`src/rtl/apu_pkg.sv`:
```
`default_nettype none
// ----------------------------------------------------------------------------
// apu_pkg
// Shared types and constants of the average predictor unfilter.
// ----------------------------------------------------------------------------
package apu_pkg;

   // pixel layout: blue in the lowest byte, then green, red, alpha
   localparam int CHAN_W   = 8;
   localparam int NUM_CHAN = 4;
   localparam int PIX_W    = CHAN_W * NUM_CHAN;
   localparam int ALPHA_CH = 3;

   // default row store depth
   localparam int MAX_WIDTH_DEF = 2048;

   // configuration port
   localparam int CSR_ADDR_W = 2;
   localparam int CSR_DATA_W = 16;
   localparam int IMG_W_W    = 12;
   localparam int IMG_H_W    = 16;

   typedef enum logic [CSR_ADDR_W-1:0] {
      CSR_IMAGE_WIDTH  = 2'd0,
      CSR_IMAGE_HEIGHT = 2'd1,
      CSR_HAS_ALPHA    = 2'd2
   } csr_index_type;

   // position of one pixel within the image
   typedef struct packed {
      logic first_row;
      logic first_col;
      logic row_end;
      logic image_end;
   } pos_type;

endpackage
`default_nettype wire

```
`src/rtl/apu_predict.sv`:
```
`default_nettype none
// ----------------------------------------------------------------------------
// apu_predict
// Per-channel predictor and residual subtraction for one pixel.
// ----------------------------------------------------------------------------
module apu_predict (
   input  wire logic [apu_pkg::PIX_W-1:0] res,
   input  wire logic [apu_pkg::PIX_W-1:0] above,
   input  wire logic [apu_pkg::PIX_W-1:0] left,
   input  wire apu_pkg::pos_type          pos,
   input  wire logic                      has_alpha,
   output logic      [apu_pkg::PIX_W-1:0] pix
);

   localparam int CW = apu_pkg::CHAN_W;

   // one independent lane per channel
   always_comb begin
      logic [CW:0]   sum;
      logic [CW-1:0] pred;
      logic [CW-1:0] r;
      pix = '0;
      for (int k = 0; k < apu_pkg::NUM_CHAN; k++) begin
         r   = res[k*CW +: CW];
         sum = {1'b0, above[k*CW +: CW]} + {1'b0, left[k*CW +: CW]};
         priority if (pos.first_row && pos.first_col) begin
            pred = '0;
         end else if (pos.first_row) begin
            pred = left[k*CW +: CW];
         end else if (pos.first_col) begin
            pred = above[k*CW +: CW];
         end else begin
            pred = sum[CW:1];
         end
         // first pixel of the image passes as is
         if (pos.first_row && pos.first_col) begin
            pix[k*CW +: CW] = r;
         end else begin
            pix[k*CW +: CW] = pred - r;
         end
         // alpha lane is zero when not in use
         if ((k == apu_pkg::ALPHA_CH) && !has_alpha) begin
            pix[k*CW +: CW] = '0;
         end
      end
   end

endmodule
`default_nettype wire

```
`config.mk`:
```
export PLATFORM = sky130hd
export DESIGN_NAME = apu_predict
export DESIGN_NICKNAME = d
export VERILOG_FILES = /design/src/rtl/apu_pkg.sv /design/src/rtl/apu_predict.sv
export SDC_FILE = /design/constraint.sdc
export NUM_CORES = 1
export LEC_CHECK = 0
export ABC_AREA = 1
export BUFFER_PORTS_ARGS = -buffer_cell sky130_fd_sc_hd__buf_2
export CAP_MARGIN = 5
export CORE_UTILIZATION = 55
export DETAILED_ROUTE_END_ITERATION = 7
export PLACE_DENSITY = 0.84
export SYNTH_ARGS = -nofsm -noshare
export SYNTH_HDL_FRONTEND = slang
export SYNTH_SLANG_ARGS = --single-unit
```
`constraint.sdc`:
```
create_clock -name vclk -period 3.9
set_input_delay 0.39 -clock vclk [all_inputs]
set_output_delay 0.39 -clock vclk [all_outputs]
set_load 0.05 [all_outputs]
```
==> key figures <==
Run status
  • Run status: completed

Die
  • Die Height: 83.2 um
  • Total number of placement rows: 29
  • Initial core utilization: 57.1%
  • Count of pins on the block boundary: 133
  • Core region area: 0.00635 mm^2
  • Overall die area: 0.00692 mm^2
  • Horizontal die dimension: 83.2 um

Cells and area
  • Flip-flop and latch count: 0
  • Final nets: 945
  • Area delta synth->final: 19.6%
  • Area of all sequential standard cells: 0 um^2
  • Clock buffer count in the final layout: 0
  • Number of antenna diodes: 0
  • Share of cells above drive strength 1: 20.7%

Timing
  • Actual slew at the worst max-slew pin: 0.498 ns
  • Number of endpoints failing setup at the final stage: 0
  • Unrepaired setup endpoints after global routing: false
  • Highest achievable clock rate: 285 MHz
  • Number of pins with negative max-slew slack in the final report: 0
  • Part of the cycle the worst path needs: 89.9%
  • Time the final worst path needs with I/O delays and setup: 3.51 ns
  • Worst slew margin: 66.8%
  • Final Hold Vio Count: 0
  • Worst hold slack: 1.18 ns
  • Setup_tns: 0 ns

Hold path
  • Start point of the worst min-delay path: res[23]
  • Type of the most critical hold path: primary input to output pin

Placed design
  • Final HPWL DP: 8.35 mm
  • Count of buffers inserted at the top-level ports: 131
  • Gpl congestion: 0.929

Pwr
  • PwrDens: 220 mW/mm^2
  • Leakage Power: 2.55 nW
  • Maximum vdd ir drop: 0.193 mV

Route
  • Total via count after detailed routing: 4,699
  • Detailed-route wire length: 10.0 mm
  • Post-detailed-route wirelength per cell: 11.7 um
  • Avg Vias per Cell: 5.50
  • Remaining antenna violation count after routing: 0
  • Violation count after the first detailed-routing iteration: 165
  • Total iterations of the first detailed-routing run: 4
  • Number of remaining DRC errors: 0

Synthesis
  • Largest area contributor in the netlist: sky130_fd_sc_hd__nand2_1
  • Post-synthesis xor/xnor area fraction: 2.90%
  • List of most frequent post-synthesis cells: sky130_fd_sc_hd__nand2_1 (190), sky130_fd_sc_hd__a21oi_1 (86), sky130_fd_sc_hd__inv_1 (81)
  • Cells taking the most area after synthesis: sky130_fd_sc_hd__nand2_1 (20%), sky130_fd_sc_hd__ha_1 (19%), sky130_fd_sc_hd__a21oi_1 (12%), sky130_fd_sc_hd__inv_1 (8.4%), sky130_fd_sc_hd__o21ai_0 (6.9%)
  • Adder-cell share of the synthesized area: 23.8%
  • Cell count after synthesis: 660
  • Compound-cell area share of the yosys netlist: 23.7%
  • Post-synthesis instance area: 0.00362 mm^2
  • Yosys warning count: 0
  • Largest family of logic cells by synthesized area: simple AND/OR/NAND/NOR gates
  • Avg Cell Area, Syn: 5.49 um^2
  • Share of the synthesized area in the top cell type: 19.7%
  • Count of unique library cells instantiated by Yosys: 34
  • Number of nets produced by synthesis: 825
  • Leading cell type by number of instances after synthesis: sky130_fd_sc_hd__nand2_1
  • Post-synthesis simple-gate area fraction: 37.9%
  • Multiplexer share of the synthesized area: 0%
  • Share of synthesized area occupied by flip-flops and latches: 0%

Worst setup path
  • Arrival time worst endpoint: 3.12 ns
  • Worst Setup Path Type: primary input to output pin
  • Crit path from: pos[2]
  • Crit Path Max Fanout: 28
  • Type of origin of the critical path: primary input
  • Crit path required time: 3.51 ns
  • Worst setup EP type: output pin

Global routing
  • Maximum number of pins on one net before global-route repair: 35
  • Overall Global Routing Usage: 28.4%
  • Wire length of the first global-routing pass: 17.2 mm
  • Antenna violations before repair: 0
  • Number of global-route vias before repair: 4,336
  • Residual overflow from global routing: 0

CTS
  • Post_cts resized: 0
  • Hold-fix buffer count after cts: 0
  • Count of buffers added by post-CTS timing repair for setup: 0

Flow run
  • Number of max-capacitance violations reported: 0
[metrics by stage]
| step | cells | utilization (%) | area (um^2) | total power [mW] | setup slack, ns |
|---|---|---|---|---|---|
| final | 855 | 68.3 | 4340 | 0.954 | 0.394 |
| after global routing | 855 | 68.3 | 4340 | 1.06 | 0.0887 |
| after CTS | 855 | 68.3 | 4340 | 0.952 | 0.386 |
| after detailed placement | 855 | 68.3 | 4340 | 0.948 | 0.388 |
| after global placement | 855 | 68.3 | 4340 | 0.923 | 0.426 |
| after floorplan | 660 | - | 3620 | 0.727 | 0.486 |
[worst paths after layout]
check                     end  cells after the start
worst min-delay path  pix[23]                      4
worst max-delay path  pix[13]                     16
[final cells by class]
class / instances / area, um^2
timing repair buffer: 139 / 716
fill: 610 / 2010
multi-input combinational: 553 / 3200
tap: 77 / 96.3
inverter: 86 / 325
[cell usage in the layout, fill, tap and decap left out, types with 5 or more instances in the layout]
cell	netlist	layout
sky130_fd_sc_hd__nand2_1	190	190
sky130_fd_sc_hd__buf_2	11	131
sky130_fd_sc_hd__a21oi_1	86	86
sky130_fd_sc_hd__inv_1	81	81
sky130_fd_sc_hd__ha_1	56	56
sky130_fd_sc_hd__o21ai_0	50	50
sky130_fd_sc_hd__nand3_1	47	47
sky130_fd_sc_hd__nor2_1	37	37
sky130_fd_sc_hd__nand4_1	11	11
sky130_fd_sc_hd__nand3b_1	11	11
sky130_fd_sc_hd__xnor2_1	9	9
sky130_fd_sc_hd__fa_1	8	8
sky130_fd_sc_hd__buf_4	0	8
sky130_fd_sc_hd__o22ai_1	6	6
sky130_fd_sc_hd__or2_2	5	5
[cells by family after synthesis]
family | Yosys count
adder cells (fa/ha/maj) | 64
AO/OA/AOI/OAI | 161
buffers and inverters | 107
AND/OR/NAND/NOR | 316
XOR/XNOR | 12
[metal layers]
metal / vias to the layer above / global-route usage [%] / routed length, um
met2: 159 / 53.8 / 4880
met5: - / 0 / 0
li1: 2445 / - / -
met1: 2079 / 34.8 / 4470
met3: 16 / 1.19 / 535
met4: 0 / 7.05 / 141
[worst max-delay path: stages]
cell and delay (ns):
sky130_fd_sc_hd__buf_2 0.41, sky130_fd_sc_hd__nand2_2 0.35, sky130_fd_sc_hd__inv_2 0.46, sky130_fd_sc_hd__nor2_1 0.10
sky130_fd_sc_hd__nand2_1 0.13, sky130_fd_sc_hd__inv_1 0.06, sky130_fd_sc_hd__ha_1 0.26, sky130_fd_sc_hd__nand3b_1 0.08
sky130_fd_sc_hd__nand2_1 0.09, sky130_fd_sc_hd__nand2_1 0.09, sky130_fd_sc_hd__nand2_1 0.05, sky130_fd_sc_hd__a21oi_1 0.15
sky130_fd_sc_hd__or2_1 0.12, sky130_fd_sc_hd__nand3_1 0.06, sky130_fd_sc_hd__nand2_1 0.06, sky130_fd_sc_hd__buf_2 0.25
[where the power goes]
group,switching (mW),internal (mW)
Clock,0,0
Sequential,0,0
Combinational,0.633,0.321
Power figures use the tool's default switching activity.
